--- src/me_pkg.sv ---
// ----------------------------------------------------------------------------
// me_pkg
// Shared types and constants for the modular exponentiation block: item
// payloads, controller-to-datapath commands and datapath status.
// ----------------------------------------------------------------------------
package me_pkg;

  // Fixed field width of every payload word
  localparam int FIELD_W       = 64;
  // Default operand width inside the datapath
  localparam int WORD_BITS_DEF = 64;

  typedef struct packed {
    logic [FIELD_W-1:0] base_value;
    logic [FIELD_W-1:0] power;
    logic [FIELD_W-1:0] modulus_value;
  } me_in_item_t;

  typedef struct packed {
    logic [FIELD_W-1:0] result_value;
    logic               zero_modulus;
  } me_out_item_t;

  // Operand source for a pass of the shared modular multiplier
  typedef enum logic [1:0] {
    SRC_REDUCE = 2'd0,  // base * 1: reduce the raw base
    SRC_SQUARE = 2'd1,  // acc * acc
    SRC_MULT   = 2'd2   // acc * reduced base
  } me_src_t;

  typedef struct packed {
    logic    load;       // capture a new input item
    logic    mul_start;  // clear partial result, load operands
    me_src_t mul_src;
    logic    mul_step;   // one multiplier bit step
    logic    save_base;  // step result goes to the base register
    logic    save_acc;   // step result goes to the accumulator
    logic    take_base;  // accumulator takes the reduced base
    logic    shift_exp;  // consume one exponent bit
    logic    out_load;   // fill the output register
  } me_cmd_t;

  typedef struct packed {
    logic mod_zero;
    logic exp_msb;
  } me_sts_t;

endpackage

--- src/me_stream_if.sv ---
// ----------------------------------------------------------------------------
// me_stream_if
// Valid/ready channel carrying one payload item per handshake.
// ----------------------------------------------------------------------------
interface me_stream_if #(
  parameter type PAYLOAD_T = logic
);
  logic     valid;
  logic     ready;
  PAYLOAD_T payload;

  modport source (output valid, output payload, input ready);
  modport sink   (input valid, input payload, output ready);
endinterface

--- src/me_datapath.sv ---
// ----------------------------------------------------------------------------
// me_datapath
// Operand registers, the exponent shifter and a bit-serial modular
// multiplier (one multiplier bit per cycle), plus the output register.
// ----------------------------------------------------------------------------
module me_datapath #(
  parameter int WORD_BITS = me_pkg::WORD_BITS_DEF
) (
  input  logic                clk,
  input  me_pkg::me_in_item_t in_item,
  input  me_pkg::me_cmd_t     cmd,
  output me_pkg::me_sts_t     sts,
  output me_pkg::me_out_item_t out_item
);
  import me_pkg::*;

  localparam int T_W = WORD_BITS + 2;

  logic [WORD_BITS-1:0] mod_r, base_r, acc_r, exp_r, a_r, bsh_r, r_r;
  logic                 zero_r;
  logic [FIELD_W-1:0]   res_r;
  logic                 zm_r;

  logic [WORD_BITS-1:0] addend;
  logic [T_W-1:0]       t_sum, m1, m2;
  logic [WORD_BITS-1:0] r_step;

  // One step: r = (2r + bit * a) mod m, with 2r + bit * a below 3m
  always_comb begin
    addend = bsh_r[WORD_BITS-1] ? a_r : '0;
    t_sum  = {1'b0, r_r, 1'b0} + {2'b00, addend};
    m1     = {2'b00, mod_r};
    m2     = {1'b0, mod_r, 1'b0};
    if (t_sum >= m2) begin
      r_step = WORD_BITS'(t_sum - m2);
    end else if (t_sum >= m1) begin
      r_step = WORD_BITS'(t_sum - m1);
    end else begin
      r_step = WORD_BITS'(t_sum);
    end
  end

  // Operand and multiplier registers
  always_ff @(posedge clk) begin
    if (cmd.load) begin
      base_r <= in_item.base_value[WORD_BITS-1:0];
      exp_r  <= in_item.power[WORD_BITS-1:0];
      mod_r  <= in_item.modulus_value[WORD_BITS-1:0];
      zero_r <= (in_item.modulus_value[WORD_BITS-1:0] == '0);
      acc_r  <= WORD_BITS'(1);
    end
    if (cmd.mul_start) begin
      r_r <= '0;
      case (cmd.mul_src)
        SRC_REDUCE: begin
          a_r   <= WORD_BITS'(1);
          bsh_r <= base_r;
        end
        SRC_SQUARE: begin
          a_r   <= acc_r;
          bsh_r <= acc_r;
        end
        default: begin
          a_r   <= acc_r;
          bsh_r <= base_r;
        end
      endcase
    end
    if (cmd.mul_step) begin
      r_r   <= r_step;
      bsh_r <= bsh_r << 1;
    end
    if (cmd.save_base) begin
      base_r <= r_step;
    end
    if (cmd.save_acc) begin
      acc_r <= r_step;
    end
    if (cmd.take_base) begin
      acc_r <= base_r;
    end
    if (cmd.shift_exp) begin
      exp_r <= exp_r << 1;
    end
    if (cmd.out_load) begin
      res_r <= zero_r ? '0 : FIELD_W'(acc_r);
      zm_r  <= zero_r;
    end
  end

  assign sts.mod_zero = zero_r;
  assign sts.exp_msb  = exp_r[WORD_BITS-1];

  assign out_item.result_value = res_r;
  assign out_item.zero_modulus = zm_r;

endmodule

--- src/me_ctrl.sv ---
// ----------------------------------------------------------------------------
// me_ctrl
// Sequencer for left-to-right square-and-multiply: reduces the base, then
// walks the exponent bits, issuing square and multiply passes to the datapath.
// ----------------------------------------------------------------------------
module me_ctrl #(
  parameter int WORD_BITS = me_pkg::WORD_BITS_DEF
) (
  input  logic            clk,
  input  logic            rst_n,
  input  logic            in_valid,
  output logic            in_ready,
  output logic            out_valid,
  input  logic            out_ready,
  input  me_pkg::me_sts_t sts,
  output me_pkg::me_cmd_t cmd
);
  import me_pkg::*;

  localparam int CNT_W = $clog2(WORD_BITS + 1);
  localparam logic [CNT_W-1:0] LAST = CNT_W'(WORD_BITS - 1);

  typedef enum logic [2:0] {
    S_IDLE, S_START, S_REDUCE, S_SCAN, S_SQUARE, S_CHECK, S_MULT, S_NEXT
  } state_t;

  state_t           state_r, state_nxt;
  logic [CNT_W-1:0] cnt_r, cnt_nxt;
  logic [CNT_W-1:0] bit_r, bit_nxt;
  logic             started_r, started_nxt;
  logic             out_valid_r, out_valid_nxt;
  logic             fin_r, fin_nxt;

  // Next-state and command decode
  always_comb begin
    state_nxt     = state_r;
    cnt_nxt       = cnt_r;
    bit_nxt       = bit_r;
    started_nxt   = started_r;
    out_valid_nxt = out_valid_r;
    fin_nxt       = fin_r;
    cmd           = '0;
    cmd.mul_src   = SRC_REDUCE;
    in_ready      = 1'b0;

    // Drop the result once taken
    if (out_valid_r && out_ready) begin
      out_valid_nxt = 1'b0;
    end

    unique case (state_r)
      S_IDLE: begin
        in_ready = !fin_r;
        if (fin_r) begin
          // Hold the finished item until the output register frees up
          if (!out_valid_r || out_ready) begin
            cmd.out_load  = 1'b1;
            out_valid_nxt = 1'b1;
            fin_nxt       = 1'b0;
          end
        end else if (in_valid) begin
          cmd.load    = 1'b1;
          bit_nxt     = '0;
          started_nxt = 1'b0;
          state_nxt   = S_START;
        end
      end
      S_START: begin
        if (sts.mod_zero) begin
          fin_nxt   = 1'b1;
          state_nxt = S_IDLE;
        end else begin
          cmd.mul_start = 1'b1;
          cmd.mul_src   = SRC_REDUCE;
          cnt_nxt       = '0;
          state_nxt     = S_REDUCE;
        end
      end
      S_REDUCE: begin
        cmd.mul_step = 1'b1;
        cnt_nxt      = cnt_r + 1'b1;
        if (cnt_r == LAST) begin
          cmd.save_base = 1'b1;
          state_nxt     = S_SCAN;
        end
      end
      S_SCAN: begin
        if (started_r) begin
          cmd.mul_start = 1'b1;
          cmd.mul_src   = SRC_SQUARE;
          cnt_nxt       = '0;
          state_nxt     = S_SQUARE;
        end else begin
          state_nxt = S_CHECK;
        end
      end
      S_SQUARE: begin
        cmd.mul_step = 1'b1;
        cnt_nxt      = cnt_r + 1'b1;
        if (cnt_r == LAST) begin
          cmd.save_acc = 1'b1;
          state_nxt    = S_CHECK;
        end
      end
      S_CHECK: begin
        if (sts.exp_msb && started_r) begin
          cmd.mul_start = 1'b1;
          cmd.mul_src   = SRC_MULT;
          cnt_nxt       = '0;
          state_nxt     = S_MULT;
        end else if (sts.exp_msb) begin
          // First set bit: 1 * base is the reduced base itself
          cmd.take_base = 1'b1;
          started_nxt   = 1'b1;
          state_nxt     = S_NEXT;
        end else begin
          state_nxt = S_NEXT;
        end
      end
      S_MULT: begin
        cmd.mul_step = 1'b1;
        cnt_nxt      = cnt_r + 1'b1;
        if (cnt_r == LAST) begin
          cmd.save_acc = 1'b1;
          state_nxt    = S_NEXT;
        end
      end
      S_NEXT: begin
        cmd.shift_exp = 1'b1;
        bit_nxt       = bit_r + 1'b1;
        if (bit_r == LAST) begin
          fin_nxt   = 1'b1;
          state_nxt = S_IDLE;
        end else begin
          state_nxt = S_SCAN;
        end
      end
      default: begin
        state_nxt = S_IDLE;
      end
    endcase
  end

  // State and registered outputs
  always_ff @(posedge clk) begin
    if (!rst_n) begin
      state_r     <= S_IDLE;
      cnt_r       <= '0;
      bit_r       <= '0;
      started_r   <= 1'b0;
      out_valid_r <= 1'b0;
      fin_r       <= 1'b0;
    end else begin
      state_r     <= state_nxt;
      cnt_r       <= cnt_nxt;
      bit_r       <= bit_nxt;
      started_r   <= started_nxt;
      out_valid_r <= out_valid_nxt;
      fin_r       <= fin_nxt;
    end
  end

  assign out_valid = out_valid_r;

endmodule

--- src/modular_exponentiation.sv ---
// ----------------------------------------------------------------------------
// modular_exponentiation
// Computes base ^ power mod modulus by left-to-right square-and-multiply on
// a shared bit-serial modular multiplier.
//
//   channel | dir | handshake     | payload
//   in_if   | in  | valid & ready | base_value, power, modulus_value
//   out_if  | out | valid & ready | result_value, zero_modulus
//
// An item's run time is set by the multiplier, which retires one operand bit per
// cycle: one pass reduces the base, then square and multiply passes follow as
// the exponent bits call for. A zero modulus skips all passes.
// One item is in work at a time; in_if.ready rises again once the result is
// in the output register, even while out_if is stalled.
// Reset (rst_n low, synchronous) empties the output register and idles.
// ----------------------------------------------------------------------------
module modular_exponentiation #(
  parameter int WORD_BITS = me_pkg::WORD_BITS_DEF
) (
  input  logic        clk,
  input  logic        rst_n,
  me_stream_if.sink   in_if,
  me_stream_if.source out_if
);
  import me_pkg::*;

  me_cmd_t      cmd;
  me_sts_t      sts;
  me_in_item_t  in_item;
  me_out_item_t out_item;

  assign in_item        = in_if.payload;
  assign out_if.payload = out_item;

  // Sequencer
  me_ctrl #(
    .WORD_BITS(WORD_BITS)
  ) u_ctrl (
    .clk      (clk),
    .rst_n    (rst_n),
    .in_valid (in_if.valid),
    .in_ready (in_if.ready),
    .out_valid(out_if.valid),
    .out_ready(out_if.ready),
    .sts      (sts),
    .cmd      (cmd)
  );

  // Operands and multiplier
  me_datapath #(
    .WORD_BITS(WORD_BITS)
  ) u_datapath (
    .clk     (clk),
    .in_item (in_item),
    .cmd     (cmd),
    .sts     (sts),
    .out_item(out_item)
  );

endmodule

--- src/flat_wrapper.sv ---
// flat-port wrapper written by rule: the top's interface ports become plain ports
module modular_exponentiation_flat import me_pkg::*;
#(
  parameter int WORD_BITS = me_pkg::WORD_BITS_DEF
)
  (clk, rst_n, in_if_valid, in_if_payload, in_if_ready, out_if_valid, out_if_payload, out_if_ready);
  me_stream_if #(.PAYLOAD_T(me_in_item_t)) in_if_i ();
  me_stream_if #(.PAYLOAD_T(me_out_item_t)) out_if_i ();
  input  logic clk;
  input  logic rst_n;
  input wire logic [$bits(in_if_i.valid)-1:0] in_if_valid;
  input wire logic [$bits(in_if_i.payload)-1:0] in_if_payload;
  output wire logic [$bits(in_if_i.ready)-1:0] in_if_ready;
  output wire logic [$bits(out_if_i.valid)-1:0] out_if_valid;
  output wire logic [$bits(out_if_i.payload)-1:0] out_if_payload;
  input wire logic [$bits(out_if_i.ready)-1:0] out_if_ready;
  assign in_if_i.valid = in_if_valid;
  assign in_if_i.payload = in_if_payload;
  assign in_if_ready = in_if_i.ready;
  assign out_if_valid = out_if_i.valid;
  assign out_if_payload = out_if_i.payload;
  assign out_if_i.ready = out_if_ready;
  modular_exponentiation #(.WORD_BITS(WORD_BITS)) u_core (.clk(clk), .rst_n(rst_n), .in_if(in_if_i), .out_if(out_if_i));
endmodule
--- config.mk ---
export PLATFORM = sky130hd
export DESIGN_NAME = modular_exponentiation_flat
export DESIGN_NICKNAME = d
export VERILOG_FILES = /design/src/me_pkg.sv /design/src/me_stream_if.sv /design/src/me_datapath.sv /design/src/me_ctrl.sv /design/src/modular_exponentiation.sv /design/src/flat_wrapper.sv
export SDC_FILE = /design/constraint.sdc
export NUM_CORES = 1
export LEC_CHECK = 0
export BUFFER_PORTS_ARGS = -buffer_cell sky130_fd_sc_hd__buf_4
export CORE_UTILIZATION = 62
export CTS_BUF_LIST = sky130_fd_sc_hd__clkbuf_8
export DETAILED_ROUTE_END_ITERATION = 12
export PLACE_DENSITY = 0.85
export REMOVE_ABC_BUFFERS = 1
export SYNTH_ARGS = -nofsm -noshare
export SYNTH_HDL_FRONTEND = slang
export SYNTH_SLANG_ARGS = --single-unit
--- constraint.sdc ---
create_clock -name clk -period 9.6 [get_ports clk]
set_input_delay 0.48 -clock clk [delete_from_list [all_inputs] [get_ports clk]]
set_output_delay 0.48 -clock clk [all_outputs]
set_load 0.01 [all_outputs]
# == After elaboration in Yosys (flattened, before gate mapping) ==
# Cells that the tools add are included.
# Widths: inputs -> output; s select.
# classes
n_addsub,5
n_lt_le_gt_ge,2
eq_ne,22
muxes,65
reduce_logical,23
# op_table
cell,count
$mux 64,15
$sub 64x64->64,2
$add 65x64->66,1
$ge 66x64->1,1
$ge 66x65->1,1
$logic_not 64->1,1
$mux 7,5
$mux 1,29
$pmux 7 s4,1
$mux 3,8
$ne 2x2->1 const B,12
$pmux 3 s8,1
$add 7x1->7 const B,2
$eq 7x6->1 const B,2
$pmux 7 s2,1
$eq 3x3->1 const B,4
$reduce_and 5->1,2
$reduce_bool 2->1,5
$pmux 3 s3,1
$eq 3x2->1 const B,2
$reduce_and 3->1,2
$reduce_bool 3->1,2
$mux 2,2
$reduce_and 4->1,1
other kinds (12),14
# totals
ff_bits,534
inputBits,196
word_cells,135

# == Logic depth before layout (Yosys ltp) ==
# depth
depth_word,7
ltp_mapped,30
mapped_depth_nobuf,26

# == By module ==
# A second synthesis with hierarchy kept.
# unflattened
hier_cells,3701
hier_area_um2,35679.2
# by_module_without_submodules
module,instances,cells_per_inst,area_per_inst_um2
me_datapath,1,3566,34539.4
me_ctrl,1,135,1139.8

# == Worst setup path before layout ==
# No wires, ideal clock.
# synth_path
path_kind,register to register
startpoint,reg u_core.u_datapath.bsh_r[63]
endpoint,"reg u_core.u_datapath.acc_r[59], data pin"
setup_time_ns,0.265
arrival_ns,6.113
t_required_ns,9.335
setup_slack_ns,3.223
stages_incl_launch_ff,30
path_buffers,4
synth_period_minus_slack_ns,6.377
path_cell_list,edfxtp_1 clkbuf_1 and2_1 ha_1 inv_1 fa_1 nand2b_1 a21oi_1 o2111ai_1 o2111a_1 o31a_1 o21ai_0 a21oi_1 o21ai_0 xor2_1 ha_1 clkbuf_1 a21o_1 a21o_1 a21oi_1 o21ai_1 a31o_1 a221o_1 a221oi_2 a21bo_2 buf_6 buf_6 mux2_4 mux2i_4 o21ai_1
# synth_between
elab_chain_len,7
elab_cells_between_ends,10
# synth_rtl
item,line,source
start: declaration,me_datapath.sv:19,"logic [WORD_BITS-1:0] mod_r, base_r, acc_r, exp_r, a_r, bsh_r, r_r;"
start signal: assignment,me_datapath.sv:57,bsh_r <= base_r;
start signal: assignment,me_datapath.sv:61,bsh_r <= acc_r;
start signal: assignment,me_datapath.sv:65,bsh_r <= base_r;
$mux 64 *,me_datapath.sv:30,addend = bsh_r[WORD_BITS-1] ? a_r : '0;
$add 65x64->66 *,me_datapath.sv:31,"t_sum = {1'b0, r_r, 1'b0} + {2'b00, addend};"
$sub 64x64->64 / $ge 66x64->1 (equally long branches),"me_datapath.sv:37, me_datapath.sv:36",
$mux 64,me_datapath.sv:36,end else if (t_sum >= m1) begin
$mux 64 *,me_datapath.sv:34,if (t_sum >= m2) begin
$mux 64 *,me_datapath.sv:76,if (cmd.save_acc) begin
$mux 64 *,me_datapath.sv:79,if (cmd.take_base) begin
end signal: assignment,me_datapath.sv:77,acc_r <= r_step;
end signal: assignment,me_datapath.sv:80,acc_r <= base_r;
end: declaration,me_datapath.sv:19,
# Mark *: on every way between the ends. The rest lies on a longest branch, timed or not.
# A chain may end at the register's enable or synchronous reset.

# == Worst setup path after layout ==
# layout_path
startpoint,reg u_core.u_datapath.bsh_r[63]
endpoint,"reg u_core.u_datapath.base_r[40], data pin"
# layout_between
elab_chain_len,6
elab_cells_between_ends,9
# layout_rtl
item,line,source
$mux 64 *,me_datapath.sv:30,
$add 65x64->66 *,me_datapath.sv:31,
$sub 64x64->64 / $ge 66x64->1 (equally long branches),"me_datapath.sv:37, me_datapath.sv:36",
$mux 64,me_datapath.sv:36,
$mux 64 *,me_datapath.sv:34,
$mux 64 *,me_datapath.sv:73,if (cmd.save_base) begin
end signal: assignment,me_datapath.sv:46,base_r <= in_item.base_value[WORD_BITS-1:0];
end signal: assignment,me_datapath.sv:74,base_r <= r_step;
end: declaration,me_datapath.sv:19,
# Marks and branches as above.

==> flow_summary.toml <==
[synth]
ys_seq_elements = 534
synth_cell_types = 80
synth.largest_area_cell = "edfxtp_1"
yosysWarnings = 0
synth_top_area_share_pct = 44.92
synth-edff-count = 512
synthFlopType = "edfxtp_1"
synth_area_leaders = "edfxtp_1 (45%), ha_1 (7.1%), nand2_1 (4.2%), mux2i_1 (3.4%), a21oi_1 (3.3%)"
ys_seq_area_share_pct = 46.20
async_flop_share_pct = 0
syn_avg_cell_area_um2 = 9.907
synth_cells = 3455
syn_area_um2 = 34230

[detailed_routing]
drtAntennaViolNets = 0
vias = 28970
drc = 0
wl_per_cell_um = 24.24
dr.pass1.iters = 5
viasPerCell = 6.470
wirelength_um = 108500
drtIter0Drc = 3073

[cts]
cts-root-buf = "clkbuf_8"
clock_sinks = 534
cts_setup_buffers = 0
cts_tree = "yes"
htreeDepth = 3
numCtsBuffers = 86
clk_pin_slew_ps = 80
cts.path.max_buffers = 3
clock_latency_ps = 720

[setup_path]
r2r_setup_slack_ps = 1070
crit_slowest_cell = "a21bo_4"
critPathKind = "flip-flop to flip-flop"
crit_arrival_ps = 8960
cp-end-kind = "flip-flop"
worstPathRequired_ps = 10030
timing.rr.end = "u_core.u_datapath.base_r[40]"
reg2reg_depth = 23
max_stage_delay_ps = 890
path_max_fanout = 53
r2r_start = "u_core.u_datapath.bsh_r[63]"
critPathLaunchType = "flip-flop"
crit_chain = "buf_4, and2_1, ha_1, a2111oi_0, o21a_1, or4_1, a21oi_2, nor2_1, o21a_1, xnor2_1, ha_1, nand4_1, nor4_1, a22oi_1, nor4_1, nor3_1, o211ai_1, a221oi_2, a21bo_4, buf_4, mux2i_1, a21oi_1, mux2_2"

[finish]
fillers = 3953
syn_to_final_growth_pct = 13.67
stdcell_area_um2 = 38910
layout-drive-gt1-share_pct = 12.49
layout.nets = 4102

[grt]
antenna_found_initial = 2
gr-total-overflow = 0
first_global_vias = 28180
grt_max_degree = 81
grtUsageTotal_pct = 38.25
grt_pass1_wl_um = 164400

[die]
die_w_um = 237.0
die_height_um = 237.0
initial_core_util_pct = 63.23
dieArea_um2 = 56150
ios = 263
core_area_um2 = 54130
core.rowCount = 85

[min_path]
holdPathStages = 1
hold_class = "input port to flip-flop"
hold_end = "u_core.u_datapath.mod_r[51]"
min_from = "in_if_payload[51]"

[timing]
setup-violations-final = 0
maxSlewViolCount = 0
hold_violations = 0
fin_crit_sh_pct = 88.81
tightest_slew_ps = 1168
min_period_ps = 8526
rsz0062_at_grt = "false"
holdWs_ps = 40.38
slew_headroom_pct = 21.38
fin_skew_ps = 48.77
fin_setup_tns_ps = 0
fmax_ghz = 0.1173

[placement]
place.gp.congestion = 1.022
placed_area_um2 = 36620
dp_hpwl_um = 77840
numPortBuffers = 262

[outcome]
status = "completed"

[job]
cap_violations = 0
synth_stat cells (7+ instances only):
cell type	number
edfxtp_1	512
nand2_1	382
a21oi_1	225
nor2_1	210
ha_1	193
o21ai_0	185
clkbuf_1	169
nor2b_1	153
o21ai_1	146
xnor2_1	121
mux2i_1	117
inv_1	116
and2_1	98
a21o_1	91
a22o_1	84
xor2_1	66
nand4_1	61
nand3_1	44
nor3_1	41
o21bai_1	37
nor4_1	33
a31oi_1	27
o21a_1	27
dfxtp_1	22
mux2_2	22
a211oi_1	21
and3_1	21
nand2b_1	21
o31ai_1	20
o211ai_1	19
or3_1	18
a21boi_0	11
o31a_1	11
buf_2	8
and4_1	7
buf_6	7
o211a_1	7
routing by layer:
metal / part of all wire [%] / vias to the layer above / wire length (um) / global-route usage, %
li1: - / 13220 / - / -
met3: 9.1 / 222 / 9920 / 7.170
met1: 41 / 13980 / 44420 / 51.58
met4: 3.4 / 0 / 3737 / 13.50
met5: 0 / - / 0 / 0
met2: 46 / 1547 / 50450 / 61.87
logic make-up (layout without fill, tap and decap cells):
logic type      Yosys count  count (layout)  synth area share (%)
buf+inv                 308             632                 3.571
other cells               0               2                     0
compound gates          972             972                 17.88
simple gates           1113            1113                 15.89
xor+xnor                187             187                 4.785
fa+ha+maj               196             196                 7.230
flops                   534             534                 46.20
mux                     145             145                 4.441
metrics by stage:
| stage | util [%] | worst slack, ps | instances |
|---|---|---|---|
| 6_report | 71.88 | 1074 | 4477 |
| 4_1_cts | 71.87 | 1258 | 4475 |
| 3_3_place_gp | 67.64 | 1471 | 4254 |
| 2_1_floorplan | - | -1997 | 3264 |
| 3_5_place_dp | 67.64 | 1339 | 4254 |
| 5_1_grt | 71.88 | 545.2 | 4477 |
registers in the layout, summed over array words and instances (netlist names):
name                      cells
u_core.u_datapath.a_r        64
u_core.u_datapath.acc_r      64
u_core.u_datapath.base_r     64
u_core.u_datapath.bsh_r      64
u_core.u_datapath.exp_r      64
u_core.u_datapath.mod_r      64
u_core.u_datapath.r_r        64
u_core.u_datapath.res_r      64
u_core.u_ctrl.bit_r           7
u_core.u_ctrl.cnt_r           7
u_core.u_ctrl.state_r         3
u_core.u_ctrl.fin_r           1
u_core.u_ctrl.out_valid       1
u_core.u_ctrl.started_r       1
u_core.u_datapath.zero_r      1
u_core.u_datapath.zm_r        1
final cells by class:
cell class	instances	area (um^2)	share of cell area [%]
clock inverters	68	421.7	1.084
multi-input cells	2613	17280	44.42
clock buffers	89	1225	3.148
repair buffers	358	2848	7.319
diodes	2	5.005	0.01286
flip-flops and latches	534	15820	40.65
inverters	117	441.7	1.135
well taps	696	870.8	2.238
critical path, delay by kind of cell, from the launching register on:
family / cells / cell delay [ps]
AO/OA/AOI/OAI: 9 / 3010
AND/OR/NAND/NOR: 7 / 2090
buffers and inverters: 2 / 780
adder cells (fa/ha/maj): 2 / 720
multiplexers: 2 / 580
flip-flops: 1 / 540
XOR/XNOR: 1 / 470
worst max-delay path by stage:
stage | slack (ps) | startpoint | endpoint
final | 1070 | u_core.u_datapath.bsh_r[63] | u_core.u_datapath.base_r[40]
after global routing | 550 | u_core.u_datapath.bsh_r[63] | u_core.u_datapath.base_r[40]
after CTS | 1260 | u_core.u_datapath.bsh_r[63] | u_core.u_datapath.base_r[40]
after detailed placement | 1340 | u_core.u_datapath.bsh_r[63] | u_core.u_datapath.acc_r[31]
after global placement | 1470 | u_core.u_datapath.bsh_r[63] | u_core.u_datapath.base_r[40]
after floorplan | -2000 | u_core.u_ctrl.state_r[0] | u_core.u_ctrl.cnt_r[5]
cells in the final DEF (no fill, tap or decap), drive strengths merged, types with 33 or more instances in the layout:
cell and n:
a21o 91, a21oi 226, a22o 84, and2 98
buf 294, clkbuf 89, clkinv 37, dlygate4sd3 64
edfxtp 512, ha 193, inv 143, mux2i 119
nand2 382, nand3 44, nand4 61, nor2 210
nor2b 153, nor3 41, nor4 33, o21ai 331
o21bai 37, xnor2 121, xor2 66
repair_timing:
action	4_1_cts	5_1_grt
hold buffers	64	0
resized for setup	0	0
endpoints found under the hold margin	64	0
Power is not shown: default switching activity piles up to over one toggle a cycle in this logic, so the estimate is an artifact.
